===== src/rtl/xcr_pkg.sv =====
// ----------------------------------------------------------------------------
// xcr_pkg: shared types and constants of the XMODEM checksum receiver
// Frame symbols, register indexes, result kinds, the controller state type
// and the command and status bundles between controller and datapath.
// ----------------------------------------------------------------------------
package xcr_pkg;

    localparam int PAYLOAD_BYTES = 128;
    localparam int WORDS         = PAYLOAD_BYTES / 4;
    localparam int WORD_IDX_W    = $clog2(WORDS);
    localparam int BYTE_IDX_W    = $clog2(PAYLOAD_BYTES);

    localparam logic [7:0] SYM_SOH = 8'h01;
    localparam logic [7:0] SYM_EOT = 8'h04;
    localparam logic [7:0] SYM_ACK = 8'h06;
    localparam logic [7:0] SYM_NAK = 8'h15;
    localparam logic [7:0] BLK_ALL = 8'hFF;

    localparam logic [7:0] POS_IDLE  = 8'd0;
    localparam logic [7:0] POS_BLOCK = 8'd1;
    localparam logic [7:0] POS_COMPL = 8'd2;
    localparam logic [7:0] POS_DATA  = 8'd3;
    localparam logic [7:0] POS_SUM   = 8'(3 + PAYLOAD_BYTES);

    localparam logic [31:0] TIMEOUT_RESET   = 32'd4000000;
    localparam logic [31:0] LOAD_BASE_RESET = 32'h0000_8000;

    localparam int CFG_IDX_W = 2;
    localparam logic [CFG_IDX_W-1:0] CFG_TIMEOUT   = 2'd0;
    localparam logic [CFG_IDX_W-1:0] CFG_LOAD_BASE = 2'd1;

    localparam logic [1:0] RK_TX    = 2'd0;
    localparam logic [1:0] RK_WORD  = 2'd1;
    localparam logic [1:0] RK_START = 2'd2;

    typedef enum logic [3:0] {
        S_IDLE,
        S_EVAL,
        S_TCHK,
        S_NAK,
        S_EOT_ACK,
        S_START,
        S_RD,
        S_WORD,
        S_ACK_END,
        S_DONE
    } t_state;

    typedef enum logic [1:0] {
        POS_HOLD,
        POS_CLEAR,
        POS_ADVANCE
    } t_pos_op;

    typedef enum logic [1:0] {
        SUM_HOLD,
        SUM_LOAD,
        SUM_ADD
    } t_sum_op;

    typedef enum logic [1:0] {
        OUT_NAK,
        OUT_ACK,
        OUT_START,
        OUT_WORD
    } t_out_sel;

    typedef struct packed {
        logic     accept;
        logic     tick_inc;
        logic     tick_sub;
        logic     idle_clr;
        t_pos_op  pos_op;
        t_sum_op  sum_op;
        logic     store;
        logic     blk_inc;
        logic     word_start;
        logic     word_emit;
        logic     out_load;
        t_out_sel out_sel;
        logic     out_last;
    } t_cmd;

    typedef struct packed {
        logic is_tick;
        logic pos_idle;
        logic pos_block;
        logic pos_compl;
        logic pos_sum;
        logic byte_soh;
        logic byte_eot;
        logic blk_ok;
        logic cmp_ok;
        logic sum_ok;
        logic timeout_hit;
        logic out_free;
        logic last_word;
    } t_status;

endpackage


===== src/rtl/xcr_ram.sv =====
// ----------------------------------------------------------------------------
// xcr_ram: generic single-port-write, single-port-read RAM
// One write and one registered read per cycle.
// ----------------------------------------------------------------------------
module xcr_ram #(
    parameter int WIDTH = 32,
    parameter int DEPTH = 32
) (
    input  logic                     i_clk,
    input  logic                     i_we,
    input  logic [$clog2(DEPTH)-1:0] i_waddr,
    input  logic [WIDTH-1:0]         i_wdata,
    input  logic [$clog2(DEPTH)-1:0] i_raddr,
    output logic [WIDTH-1:0]         o_rdata
);

    logic [WIDTH-1:0] r_mem [DEPTH];
    logic [WIDTH-1:0] r_rdata;

    always_ff @(posedge i_clk) begin
        if (i_we) begin
            r_mem[i_waddr] <= i_wdata;
        end
        r_rdata <= r_mem[i_raddr];
    end

    assign o_rdata = r_rdata;

endmodule


===== src/rtl/xcr_ctrl.sv =====
// ----------------------------------------------------------------------------
// xcr_ctrl: frame controller of the XMODEM checksum receiver
// Decides on each accepted byte or tick and sequences the replies and the
// word writes of a good block.
// ----------------------------------------------------------------------------
module xcr_ctrl
    import xcr_pkg::*;
(
    input  logic    i_clk,
    input  logic    i_rst_n,
    input  logic    i_in_valid,
    output logic    o_in_stall,
    input  t_status i_status,
    output t_cmd    o_cmd
);

    t_state r_state;
    t_state n_state;
    logic   in_accept;

    assign o_in_stall = !((r_state == S_IDLE) || (r_state == S_DONE));
    assign in_accept  = i_in_valid && !o_in_stall;

    always_ff @(posedge i_clk) begin
        if (!i_rst_n) begin
            r_state <= S_IDLE;
        end else begin
            r_state <= n_state;
        end
    end

    // Next state
    always_comb begin
        n_state = r_state;
        case (r_state)
            S_IDLE: begin
                if (in_accept) begin
                    n_state = S_EVAL;
                end
            end
            S_EVAL: begin
                if (i_status.is_tick) begin
                    n_state = S_TCHK;
                end else if (i_status.pos_idle) begin
                    if (i_status.byte_eot) begin
                        n_state = S_EOT_ACK;
                    end else if (i_status.byte_soh) begin
                        n_state = S_IDLE;
                    end else begin
                        n_state = S_NAK;
                    end
                end else if (i_status.pos_block) begin
                    n_state = i_status.blk_ok ? S_IDLE : S_NAK;
                end else if (i_status.pos_compl) begin
                    n_state = i_status.cmp_ok ? S_IDLE : S_NAK;
                end else if (i_status.pos_sum) begin
                    n_state = i_status.sum_ok ? S_RD : S_NAK;
                end else begin
                    n_state = S_IDLE;
                end
            end
            S_TCHK: begin
                n_state = i_status.timeout_hit ? S_NAK : S_IDLE;
            end
            S_NAK: begin
                if (i_status.out_free) begin
                    n_state = S_IDLE;
                end
            end
            S_EOT_ACK: begin
                if (i_status.out_free) begin
                    n_state = S_START;
                end
            end
            S_START: begin
                if (i_status.out_free) begin
                    n_state = S_DONE;
                end
            end
            S_RD: begin
                n_state = S_WORD;
            end
            S_WORD: begin
                if (i_status.out_free && i_status.last_word) begin
                    n_state = S_ACK_END;
                end
            end
            S_ACK_END: begin
                if (i_status.out_free) begin
                    n_state = S_IDLE;
                end
            end
            S_DONE: begin
                n_state = S_DONE;
            end
            default: begin
                n_state = S_IDLE;
            end
        endcase
    end

    // Commands
    always_comb begin
        o_cmd            = '0;
        o_cmd.pos_op     = POS_HOLD;
        o_cmd.sum_op     = SUM_HOLD;
        o_cmd.out_sel    = OUT_NAK;
        case (r_state)
            S_IDLE: begin
                o_cmd.accept = in_accept;
            end
            S_EVAL: begin
                if (i_status.is_tick) begin
                    o_cmd.tick_inc = 1'b1;
                end else begin
                    o_cmd.idle_clr = 1'b1;
                    if (i_status.pos_idle) begin
                        if (!i_status.byte_eot && i_status.byte_soh) begin
                            o_cmd.pos_op = POS_ADVANCE;
                            o_cmd.sum_op = SUM_LOAD;
                        end
                    end else if (i_status.pos_block) begin
                        if (i_status.blk_ok) begin
                            o_cmd.pos_op = POS_ADVANCE;
                            o_cmd.sum_op = SUM_ADD;
                        end else begin
                            o_cmd.pos_op = POS_CLEAR;
                        end
                    end else if (i_status.pos_compl) begin
                        if (i_status.cmp_ok) begin
                            o_cmd.pos_op = POS_ADVANCE;
                            o_cmd.sum_op = SUM_ADD;
                        end else begin
                            o_cmd.pos_op = POS_CLEAR;
                        end
                    end else if (i_status.pos_sum) begin
                        o_cmd.pos_op     = POS_CLEAR;
                        o_cmd.blk_inc    = i_status.sum_ok;
                        o_cmd.word_start = i_status.sum_ok;
                    end else begin
                        o_cmd.pos_op = POS_ADVANCE;
                        o_cmd.sum_op = SUM_ADD;
                        o_cmd.store  = 1'b1;
                    end
                end
            end
            S_TCHK: begin
                o_cmd.tick_sub = i_status.timeout_hit;
            end
            S_NAK: begin
                o_cmd.out_load = i_status.out_free;
                o_cmd.out_sel  = OUT_NAK;
                o_cmd.out_last = 1'b1;
            end
            S_EOT_ACK: begin
                o_cmd.out_load = i_status.out_free;
                o_cmd.out_sel  = OUT_ACK;
            end
            S_START: begin
                o_cmd.out_load = i_status.out_free;
                o_cmd.out_sel  = OUT_START;
                o_cmd.out_last = 1'b1;
            end
            S_WORD: begin
                o_cmd.out_load  = i_status.out_free;
                o_cmd.word_emit = i_status.out_free;
                o_cmd.out_sel   = OUT_WORD;
            end
            S_ACK_END: begin
                o_cmd.out_load = i_status.out_free;
                o_cmd.out_sel  = OUT_ACK;
                o_cmd.out_last = 1'b1;
            end
            default: begin
                o_cmd = o_cmd;
            end
        endcase
    end

endmodule


===== src/rtl/xcr_dp.sv =====
// ----------------------------------------------------------------------------
// xcr_dp: datapath of the XMODEM checksum receiver
// Holds the registers, the frame counters, the block buffer and the output
// register, and reports comparisons to the controller.
// ----------------------------------------------------------------------------
module xcr_dp
    import xcr_pkg::*;
(
    input  logic                 i_clk,
    input  logic                 i_rst_n,
    input  logic                 i_cfg_valid,
    input  logic [CFG_IDX_W-1:0] i_cfg_index,
    input  logic [31:0]          i_cfg_data,
    input  logic                 i_kind,
    input  logic [7:0]           i_rx_byte,
    input  logic                 i_out_stall,
    input  t_cmd                 i_cmd,
    output t_status              o_status,
    output logic                 o_out_valid,
    output logic [1:0]           o_result_kind,
    output logic [7:0]           o_tx_byte,
    output logic [31:0]          o_mem_addr,
    output logic [31:0]          o_mem_word,
    output logic                 o_last
);

    logic [31:0]           r_timeout;
    logic [31:0]           r_load_base;
    logic [31:0]           r_waddr;
    logic [31:0]           r_idle;
    logic [7:0]            r_pos;
    logic [7:0]            r_sum;
    logic [7:0]            r_blk;
    logic                  r_kind;
    logic [7:0]            r_byte;
    logic [23:0]           r_wbuf;
    logic [WORD_IDX_W-1:0] r_widx;
    logic                  r_ovalid;
    logic [1:0]            r_okind;
    logic [7:0]            r_otx;
    logic [31:0]           r_oaddr;
    logic [31:0]           r_oword;
    logic                  r_olast;

    logic [32:0]           idle_diff;
    logic [7:0]            byte_off;
    logic [BYTE_IDX_W-1:0] byte_idx;
    logic                  ram_we;
    logic [WORD_IDX_W-1:0] ram_raddr;
    logic [31:0]           ram_rdata;
    logic                  out_free;

    // A single subtract gives both the timeout compare (no borrow) and the
    // remainder that is kept after a timeout.
    assign idle_diff = {1'b0, r_idle} - {1'b0, r_timeout};
    assign byte_off  = r_pos - POS_DATA;
    assign byte_idx  = byte_off[BYTE_IDX_W-1:0];
    assign ram_we    = i_cmd.store && (byte_idx[1:0] == 2'd3);
    assign ram_raddr = i_cmd.word_emit ? r_widx + WORD_IDX_W'(1) : r_widx;
    assign out_free  = !r_ovalid || !i_out_stall;

    xcr_ram #(
        .WIDTH (32),
        .DEPTH (WORDS)
    ) u_buf (
        .i_clk   (i_clk),
        .i_we    (ram_we),
        .i_waddr (byte_idx[BYTE_IDX_W-1:2]),
        .i_wdata ({r_byte, r_wbuf}),
        .i_raddr (ram_raddr),
        .o_rdata (ram_rdata)
    );

    always_comb begin
        o_status.is_tick     = r_kind;
        o_status.pos_idle    = (r_pos == POS_IDLE);
        o_status.pos_block   = (r_pos == POS_BLOCK);
        o_status.pos_compl   = (r_pos == POS_COMPL);
        o_status.pos_sum     = (r_pos >= POS_SUM);
        o_status.byte_soh    = (r_byte == SYM_SOH);
        o_status.byte_eot    = (r_byte == SYM_EOT);
        o_status.blk_ok      = (r_byte == r_blk);
        o_status.cmp_ok      = (r_byte == (BLK_ALL - r_blk));
        o_status.sum_ok      = (r_byte == r_sum);
        o_status.timeout_hit = !idle_diff[32];
        o_status.out_free    = out_free;
        o_status.last_word   = (r_widx == WORD_IDX_W'(WORDS - 1));
    end

    always_ff @(posedge i_clk) begin
        if (!i_rst_n) begin
            r_timeout   <= TIMEOUT_RESET;
            r_load_base <= LOAD_BASE_RESET;
            r_waddr     <= LOAD_BASE_RESET;
            r_idle      <= '0;
            r_pos       <= POS_IDLE;
            r_sum       <= '0;
            r_blk       <= 8'd1;
            r_widx      <= '0;
            r_ovalid    <= 1'b0;
        end else begin
            if (i_cfg_valid && (i_cfg_index == CFG_TIMEOUT)) begin
                r_timeout <= i_cfg_data;
            end
            if (i_cfg_valid && (i_cfg_index == CFG_LOAD_BASE)) begin
                r_load_base <= i_cfg_data;
                r_waddr     <= i_cfg_data;
            end else if (i_cmd.word_emit) begin
                r_waddr <= r_waddr + 32'd4;
            end

            if (i_cmd.idle_clr) begin
                r_idle <= '0;
            end else if (i_cmd.tick_inc && (r_idle != '1)) begin
                r_idle <= r_idle + 32'd1;
            end else if (i_cmd.tick_sub) begin
                r_idle <= idle_diff[31:0];
            end

            case (i_cmd.pos_op)
                POS_CLEAR:   r_pos <= POS_IDLE;
                POS_ADVANCE: r_pos <= r_pos + 8'd1;
                default:     r_pos <= r_pos;
            endcase

            case (i_cmd.sum_op)
                SUM_LOAD: r_sum <= r_byte;
                SUM_ADD:  r_sum <= r_sum + r_byte;
                default:  r_sum <= r_sum;
            endcase

            if (i_cmd.blk_inc) begin
                r_blk <= r_blk + 8'd1;
            end

            if (i_cmd.word_start) begin
                r_widx <= '0;
            end else if (i_cmd.word_emit) begin
                r_widx <= r_widx + WORD_IDX_W'(1);
            end

            if (i_cmd.out_load) begin
                r_ovalid <= 1'b1;
            end else if (!i_out_stall) begin
                r_ovalid <= 1'b0;
            end
        end
    end

    // Payload registers
    always_ff @(posedge i_clk) begin
        if (i_cmd.accept) begin
            r_kind <= i_kind;
            r_byte <= i_rx_byte;
        end
        // The first three bytes of each word gather here, lowest byte first.
        if (i_cmd.store) begin
            r_wbuf <= {r_byte, r_wbuf[23:8]};
        end
        if (i_cmd.out_load) begin
            r_olast <= i_cmd.out_last;
            case (i_cmd.out_sel)
                OUT_NAK: begin
                    r_okind <= RK_TX;
                    r_otx   <= SYM_NAK;
                    r_oaddr <= '0;
                    r_oword <= '0;
                end
                OUT_ACK: begin
                    r_okind <= RK_TX;
                    r_otx   <= SYM_ACK;
                    r_oaddr <= '0;
                    r_oword <= '0;
                end
                OUT_START: begin
                    r_okind <= RK_START;
                    r_otx   <= '0;
                    r_oaddr <= r_load_base;
                    r_oword <= '0;
                end
                default: begin
                    r_okind <= RK_WORD;
                    r_otx   <= '0;
                    r_oaddr <= r_waddr;
                    r_oword <= ram_rdata;
                end
            endcase
        end
    end

    assign o_out_valid   = r_ovalid;
    assign o_result_kind = r_okind;
    assign o_tx_byte     = r_otx;
    assign o_mem_addr    = r_oaddr;
    assign o_mem_word    = r_oword;
    assign o_last        = r_olast;

endmodule


===== src/rtl/xmodem_checksum_receiver.sv =====
// ----------------------------------------------------------------------------
// xmodem_checksum_receiver: XMODEM receiver with 8-bit checksum
// Takes received bytes and timer ticks, checks frames of 128 data bytes, writes good
// blocks out as little-endian words and answers with ACK or NAK.
//
//   Channel  Direction  Handshake          Payload
//   input    in         i_in_valid/stall   i_kind, i_rx_byte
//   result   out        o_out_valid/stall  o_result_kind, o_tx_byte,
//                                          o_mem_addr, o_mem_word, o_last
//   config   in         i_cfg_valid/ready  i_cfg_index, i_cfg_data
//
// An item is taken in one cycle and decided in the next. After a good checksum
// byte, one word leaves per cycle unless the result channel stalls, paced by the
// single read port of the block buffer.
// Reset is synchronous and active low; the block buffer needs no clearing
// pass, since a word is read only after the current frame has written it.
// An output register holds each result, so a new item is taken while the
// last result still waits; a stall only pauses the sequence.
// ----------------------------------------------------------------------------
module xmodem_checksum_receiver
    import xcr_pkg::*;
(
    input  logic                 i_clk,
    input  logic                 i_rst_n,
    input  logic                 i_in_valid,
    output logic                 o_in_stall,
    input  logic                 i_kind,
    input  logic [7:0]           i_rx_byte,
    output logic                 o_out_valid,
    input  logic                 i_out_stall,
    output logic [1:0]           o_result_kind,
    output logic [7:0]           o_tx_byte,
    output logic [31:0]          o_mem_addr,
    output logic [31:0]          o_mem_word,
    output logic                 o_last,
    input  logic                 i_cfg_valid,
    output logic                 o_cfg_ready,
    input  logic [CFG_IDX_W-1:0] i_cfg_index,
    input  logic [31:0]          i_cfg_data
);

    t_cmd    cmd;
    t_status status;

    assign o_cfg_ready = 1'b1;

    xcr_ctrl u_ctrl (
        .i_clk      (i_clk),
        .i_rst_n    (i_rst_n),
        .i_in_valid (i_in_valid),
        .o_in_stall (o_in_stall),
        .i_status   (status),
        .o_cmd      (cmd)
    );

    xcr_dp u_dp (
        .i_clk         (i_clk),
        .i_rst_n       (i_rst_n),
        .i_cfg_valid   (i_cfg_valid),
        .i_cfg_index   (i_cfg_index),
        .i_cfg_data    (i_cfg_data),
        .i_kind        (i_kind),
        .i_rx_byte     (i_rx_byte),
        .i_out_stall   (i_out_stall),
        .i_cmd         (cmd),
        .o_status      (status),
        .o_out_valid   (o_out_valid),
        .o_result_kind (o_result_kind),
        .o_tx_byte     (o_tx_byte),
        .o_mem_addr    (o_mem_addr),
        .o_mem_word    (o_mem_word),
        .o_last        (o_last)
    );

endmodule


===== config.mk =====
export PLATFORM = sky130hd
export DESIGN_NAME = xmodem_checksum_receiver
export DESIGN_NICKNAME = d
export VERILOG_FILES = /design/src/rtl/xcr_pkg.sv /design/src/rtl/xcr_ram.sv /design/src/rtl/xcr_ctrl.sv /design/src/rtl/xcr_dp.sv /design/src/rtl/xmodem_checksum_receiver.sv
export SDC_FILE = /design/constraint.sdc
export NUM_CORES = 2
export LEC_CHECK = 0
export BUFFER_PORTS_ARGS = -buffer_cell sky130_fd_sc_hd__buf_2
export CORE_MARGIN = 2
export CORE_UTILIZATION = 52
export CTS_BUF_LIST = sky130_fd_sc_hd__clkbuf_16
export DETAILED_ROUTE_END_ITERATION = 6
export PLACE_DENSITY_LB_ADDON = 0.08
export SLEW_MARGIN = 40
export SYNTH_ARGS = -nofsm -noshare
export SYNTH_HDL_FRONTEND = slang
export SYNTH_SLANG_ARGS = --single-unit
export TNS_END_PERCENT = 20

===== constraint.sdc =====
create_clock -name i_clk -period 4.79 [get_ports i_clk]
set_input_delay 0.479 -clock i_clk [delete_from_list [all_inputs] [get_ports i_clk]]
set_output_delay 0.479 -clock i_clk [all_outputs]
set_load 0.01 [all_outputs]

## Yosys cells after proc, flatten, opt, wreduce, memory -nomap -nowiden

Memories as Yosys holds them, arrays and structs flattened. A register that Yosys moved wholly into a read port is not among the register bits.
Index checks and enable logic that the tools add are counted.

| word-level totals | value |
|---|---|
| flip-flop bits (word level) | 270 |
| bits in writable memories | 1024 |
| output and inout bits | 78 |
| word-level logic and storage cells | 146 |
| memories kept | 1 |

| operators by class | value |
|---|---|
| add/sub/neg operators | 9 |
| magnitude comparators | 1 |
| equal/unequal tests | 32 |
| muxes and demuxes | 54 |
| bitwise operators | 1 |
| reduce and logical (&&, ||, !) cells | 30 |

Memory list:

| memory | depth | bits a word | read ports | clocked after Yosys merged registers in | wr ports | RTL line | text |
|---|---|---|---|---|---|---|---|
| u_dp.u_buf.r_mem | 32 | 32 | 1 | 1 | 1 | xcr_ram.sv:17 | `logic [WIDTH-1:0] r_mem [DEPTH];` |

Operator list:

| operator | number |
|---|---|
| $mux W32 | 4 |
| $pmux W32 S2 | 1 |
| $mux W4 | 15 |
| $pmux W4 S9 | 1 |
| $sub A32 B32 Y33 | 1 |
| $add A32 B1 Y32 const B | 1 |
| $add A32 B3 Y32 const B | 1 |
| $ne A32 B32 Y1 const B | 1 |
| $pmux W8 S2 | 2 |
| $eq A8 B8 Y1 | 3 |
| $mux W2 | 10 |
| $add A8 B1 Y8 const B | 2 |
| $eq A4 B3 Y1 const B | 4 |
| $eq A8 B1 Y1 const B | 2 |
| $mux W8 | 2 |
| $mux W3 | 5 |
| $ne A2 B1 Y1 const B | 6 |
| $pmux W3 S4 | 1 |
| $mux W1 | 10 |
| $pmux W5 S2 | 1 |
| $reduce_or A2 Y1 | 5 |
| $add A8 B8 Y8 | 1 |
| $eq A2 B1 Y1 const B | 4 |
| $eq A2 B2 Y1 const B | 4 |
| other kinds (22) | 40 |

## Depth between registers and ports, before layout

| depth | value |
|---|---|
| depth after elaboration | 11 |
| mapped depth | 15 |
| depth with buffers taken out | 13 |

## Cells and area by module

From an unflattened synthesis, not the netlist that was laid out.

| second synthesis, totals | value |
|---|---|
| cells, all modules | 3807 |
| area, all modules | 54576.1 µm² |

Modules (own cells, without submodules):

| module | instances | cells an instance | area each (µm²) | sequential area each (µm²) |
|---|---|---|---|---|
| xcr_ram | 1 | 2260 | 40492.6 | 31390.1 |
| xcr_dp | 1 | 1454 | 13485.4 | 6256.0 |
| xcr_ctrl | 1 | 91 | 586.8 | 80.1 |
| xmodem_checksum_receiver | 1 | 2 | 11.3 | 0.0 |

## Worst setup path before layout

Ideal clock, no wire load.

| timing path | value |
|---|---|
| path type | reg2reg |
| start | register u_ctrl.r_state[1] |
| end | register u_dp.r_olast (netlist: u_dp.o_last) (enable) |
| data arrival time | 4.180 ns |
| data required time | 4.291 ns |
| slack | 0.112 ns |
| stages on the path, launching flop included | 6 |
| period minus slack after synthesis | 4.678 ns |
| cell sequence | dfxtp_1 buf_2 clkbuf_1 clkbuf_1 a21oi_1 nor2_1 |

RTL lines:

| element | RTL line | text |
|---|---|---|
| from (decl) | xcr_ctrl.sv:17 | `t_state r_state;` |
| from (signal assigned) | xcr_ctrl.sv:28 | `r_state <= n_state;` |
| to (signal assigned) | xcr_dp.sv:161 | `r_olast <= i_cmd.out_last;` |
| to (decl) | xcr_dp.sv:43 | `logic r_olast;` |

## Final worst setup path

| timing path | value |
|---|---|
| start | register u_dp.r_pos[0] |
| end | memory u_dp.u_buf.r_mem[2][16] (enable) |

| on the way | value |
|---|---|
| word-level cells in the longest chain between the ends | 10 |
| elaborated cells between the ends (all ways) | 15 |
| those cells by class | add/sub: 1; order compare: 1; eq/ne: 3; mux: 8; reduce/logical: 2 |

Ends and longest elaborated chain:

| element | RTL line | text |
|---|---|---|
| from (decl) | xcr_dp.sv:31 | `logic [7:0] r_pos;` |
| from (signal assigned) | xcr_dp.sv:122 | `POS_ADVANCE: r_pos <= r_pos + 8'd1;` |
| from (signal assigned) | xcr_dp.sv:123 | `default: r_pos <= r_pos;` |
| $ge A8 B8 Y1 | xcr_dp.sv:79 | `o_status.pos_sum = (r_pos >= POS_SUM);` |
| $mux W3 | xcr_ctrl.sv:136 | `end else if (i_status.pos_sum) begin` |
| $mux W3 | xcr_ctrl.sv:129 | `end else if (i_status.pos_compl) begin` |
| $mux W3 | xcr_ctrl.sv:122 | `end else if (i_status.pos_block) begin` |
| $mux W3 | xcr_ctrl.sv:117 | `if (i_status.pos_idle) begin` |
| $mux W8 | xcr_ctrl.sv:113 | `if (i_status.is_tick) begin` |
| $mux W8 | xcr_ctrl.sv:108 | `case (r_state)` |
| $logic_and A1 B1 Y1 | xcr_dp.sv:58 | `assign ram_we = i_cmd.store && (byte_idx[1:0] == 2'd3);` |
| $mux W1 | xcr_ram.sv:21 | `if (i_we) begin` |
| $mux W1 (implied by the code) | xcr_ram.sv:22 | `r_mem[i_waddr] <= i_wdata;` |
| to (decl) | xcr_ram.sv:17 |  |

Several ways; a longest one is shown, not always the timed one.

==> flow_summary.json <==
{
  "die_x_um": 356,
  "num-fill-cells": 9615,
  "crit_fanout": 17,
  "drt-initial-drc-count": 3534,
  "synthTopCellsByCount": "mux2i_1 (1192), edfxtp_1 (1127), mux4_2 (256)",
  "r2r_slack_ns": 0.90,
  "r2r_cells": 8,
  "initial_utilization_pct": 52.3,
  "status": "complete, no violations",
  "dp_cells": 6043,
  "cp-end-kind": "flop",
  "clock-sinks": 1321,
  "drv_cap": 0,
  "skew_ns": 0.0254,
  "fin_crit_ns": 3.89,
  "drc": 0,
  "multi_input_area_um2": 25600,
  "grt_pass1_vias": 38600,
  "grt_max_degree": 93,
  "synthCells": 4388,
  "min_path_cells": 3,
  "final_cells": 6350,
  "finalHoldViolCount": 0,
  "critical-path-max-stage-delay_ns": 0.76,
  "yosysTopAreaCellShare_pct": 52.5,
  "port_buffers": 120,
  "cts_tree": "yes",
  "synth.largest_area_cell": "edfxtp_1",
  "syn2layout_area_growth_pct": 13.5,
  "drive_above_1_share_pct": 17.7,
  "wl_um": 169000,
  "rr_startpoint": "u_dp.r_pos[0]$_SDFFE_PN0P_",
  "rows": 129,
  "required_ns": 5.27,
  "die_h_um": 356,
  "dp_hpwl_um": 106000,
  "yosys_warnings": 0,
  "synth-edff-count": 1127,
  "clk_pin_slew_worst_paths_ns": 0.06,
  "cp_slowest_cell": "nor2_4",
  "crit_arrival_ns": 4.37,
  "avgViaCountPerCell": 6.11,
  "place_congestion": 0.876,
  "fmax_ghz": 0.257,
  "tns_ns": 0,
  "synth_area_leaders": "edfxtp_1 (52%), mux2i_1 (19%), mux4_2 (8.9%), dfxtp_1 (6.0%), nand2_1 (1.5%)",
  "numCtsBuffers": 144,
  "leakage_nw": 22.4,
  "ir_worst_vdd_mv": 0.372,
  "setup_violations": 0,
  "critPathKind": "flop to flop",
  "htree_levels": 4,
  "total_power_mw": 24.6,
  "ios": 126,
  "slew_viol_final": 0,
  "min_from": "i_rst_n",
  "power_density_nw_per_um2": 336,
  "critPathTopFamily": "simple AND/OR/NAND/NOR gates",
  "ant_nets": 0,
  "clockRootBuffer": "clkbuf_16",
  "max_slew.worst_pin.slew_ns": 0.832,
  "clock_path_buffers": 3,
  "hold_class": "input port to flop",
  "synth-main-ff-cell": "edfxtp_1",
  "yosys_register_bits": 1321,
  "grt_first_pass_wirelength_um": 250000,
  "grt_usage_pct": 26.6,
  "slew_headroom_pct": 44.5,
  "grt_setup_unrepaired": "false",
  "synth_area_um2": 64500,
  "core_um2": 123000,
  "start_kind": "flop",
  "crit_buf_inv": 1,
  "avgSynthCellArea_um2": 14.7,
  "yosysMostFrequentCell": "mux2i_1",
  "final_nets": 4695,
  "vias": 38800,
  "ys_seq_area_share_pct": 58.5,
  "regArea_um2": 37700,
  "dieArea_um2": 127000,
  "synthArstFlopShare_pct": 0,
  "antenna_found_initial": 13,
  "fin_crit_sh_pct": 81.2,
  "clk_latency_ns": 0.77,
  "path_cells": "ha_1 -> or3_1 -> o21ai_0 -> nand4_1 -> nor2b_1 -> nand2_1 -> nor2_4 -> buf_4",
  "hold_end": "u_dp.r_blk[4]$_SDFFE_PN0P_",
  "overflow": 0,
  "cts_setup_buffers": 0,
  "drt_pre_antenna_iters": 5,
  "whs_ns": 0.207,
  "wire_per_inst_um": 26.6,
  "synth_cell_types": 88,
  "final_core_util_pct": 59.4,
  "r2r_end": "u_dp.u_buf.r_mem[2][16]$_DFFE_PP_"
}
==> flip-flops by register name (all words and copies together) (netlist names) <==
register,count
u_dp.o_result_kind,2
u_dp.o_mem_word,32
u_dp.r_waddr,32
u_dp.r_sum,8
u_dp.r_timeout,32
u_ctrl.r_state,4
u_dp.r_kind,1
u_dp.r_wbuf,24
u_dp.r_widx,5
u_dp.o_mem_addr,32
u_dp.u_buf.r_mem,1024
u_dp.r_byte,8
u_dp.r_blk,8
u_dp.u_buf.o_rdata,32
u_dp.o_last,1
u_dp.o_tx_byte,3
u_dp.r_idle,32
u_dp.r_pos,8
u_dp.o_out_valid,1
u_dp.r_load_base,32
==> cells in the final DEF (no fill, tap or decap), drive strengths merged, types with 63 or more instances in the layout <==
| cell | instances |
|---|---|
| mux2i | 1192 |
| edfxtp | 1127 |
| buf | 307 |
| mux4 | 256 |
| nand2 | 250 |
| nor2 | 196 |
| dfxtp | 194 |
| clkbuf | 152 |
| a21oi | 111 |
| inv | 95 |
| o22ai | 68 |
| clkinv | 64 |
| a21boi | 63 |
==> how the worst max path moves through the flow <==
stage | from | to | slack [ns] | depth (start not counted)
after floorplan | u_ctrl.r_state[1]$_SDFFE_PN0P_ | u_dp.o_last$_DFFE_PP_ | 0.11 | 5
after global placement | i_out_stall | u_dp.u_buf.o_rdata[10]$_DFF_P_ | 0.62 | 11
after detailed placement | i_out_stall | u_dp.u_buf.o_rdata[10]$_DFF_P_ | 0.91 | 13
after CTS | u_dp.r_pos[0]$_SDFFE_PN0P_ | u_dp.u_buf.r_mem[2][16]$_DFFE_PP_ | 0.96 | 8
after global routing | u_dp.r_pos[0]$_SDFFE_PN0P_ | u_dp.u_buf.r_mem[2][26]$_DFFE_PP_ | 0.75 | 8
final | u_dp.r_pos[0]$_SDFFE_PN0P_ | u_dp.u_buf.r_mem[2][16]$_DFFE_PP_ | 0.90 | 8
==> area by class of cell <==
| class | instances | share of cell area, % |
|---|---|---|
| Antenna cell | 2 | 0.00684 |
| Clock buffer | 152 | 5.20 |
| Clock inverter | 110 | 1.05 |
| Inverter | 64 | 0.328 |
| Multi-Input combinational cell | 2715 | 35.0 |
| Sequential cell | 1321 | 51.6 |
| Tap cell | 1637 | 2.80 |
| Timing Repair Buffer | 349 | 4.07 |
==> metrics by stage <==
step,worst slack (ns),cell area (um^2)
global route,0.748,73200
detailed placement,0.906,68200
global placement,0.623,67800
CTS,0.965,73200
finish,0.898,73200
floorplan,0.112,64500
==> per-layer routing <==
layer  up-vias  wire length [um]  global-route usage (%)
met4         0              3440                    6.95
met3       215              9820                    3.65
li1      17500                 -                       -
met1     19900             74300                    37.6
met2      1178             81400                    43.7
met5         -                 0                       0
==> report_power, final <==
group	total (mW)	internal, mW	switching, mW
Clock	10.8	6.25	4.54
Sequential	12.6	12.5	0.0993
Combinational	1.19	0.405	0.790
==> tightest hold or removal path: stages <==
cell and delay [ns]:
buf_2 0.12, inv_1 0.20, nor2_1 0.15
==> logic make-up (layout without fill, tap and decap cells) <==
group                    Yosys count  count (layout)  share of synthesized area (%)
multiplexers                    1450            1450                           27.5
flip-flops                      1321            1321                           58.5
AND/OR/NAND/NOR                  690             690                           5.09
AO/OA/AOI/OAI                    423             423                           4.20
buffers and inverters            355             675                           2.38
XOR/XNOR                          95              95                           1.30
adder cells (fa/ha/maj)           52              52                           1.03
other                              2               7                         0.0116
==> timing repair <==
action,4_1_cts,5_1_grt
resized for setup,0,0
endpoints found under the hold margin,78,0
hold buffers,42,0
Power figures use the tool's default switching activity.
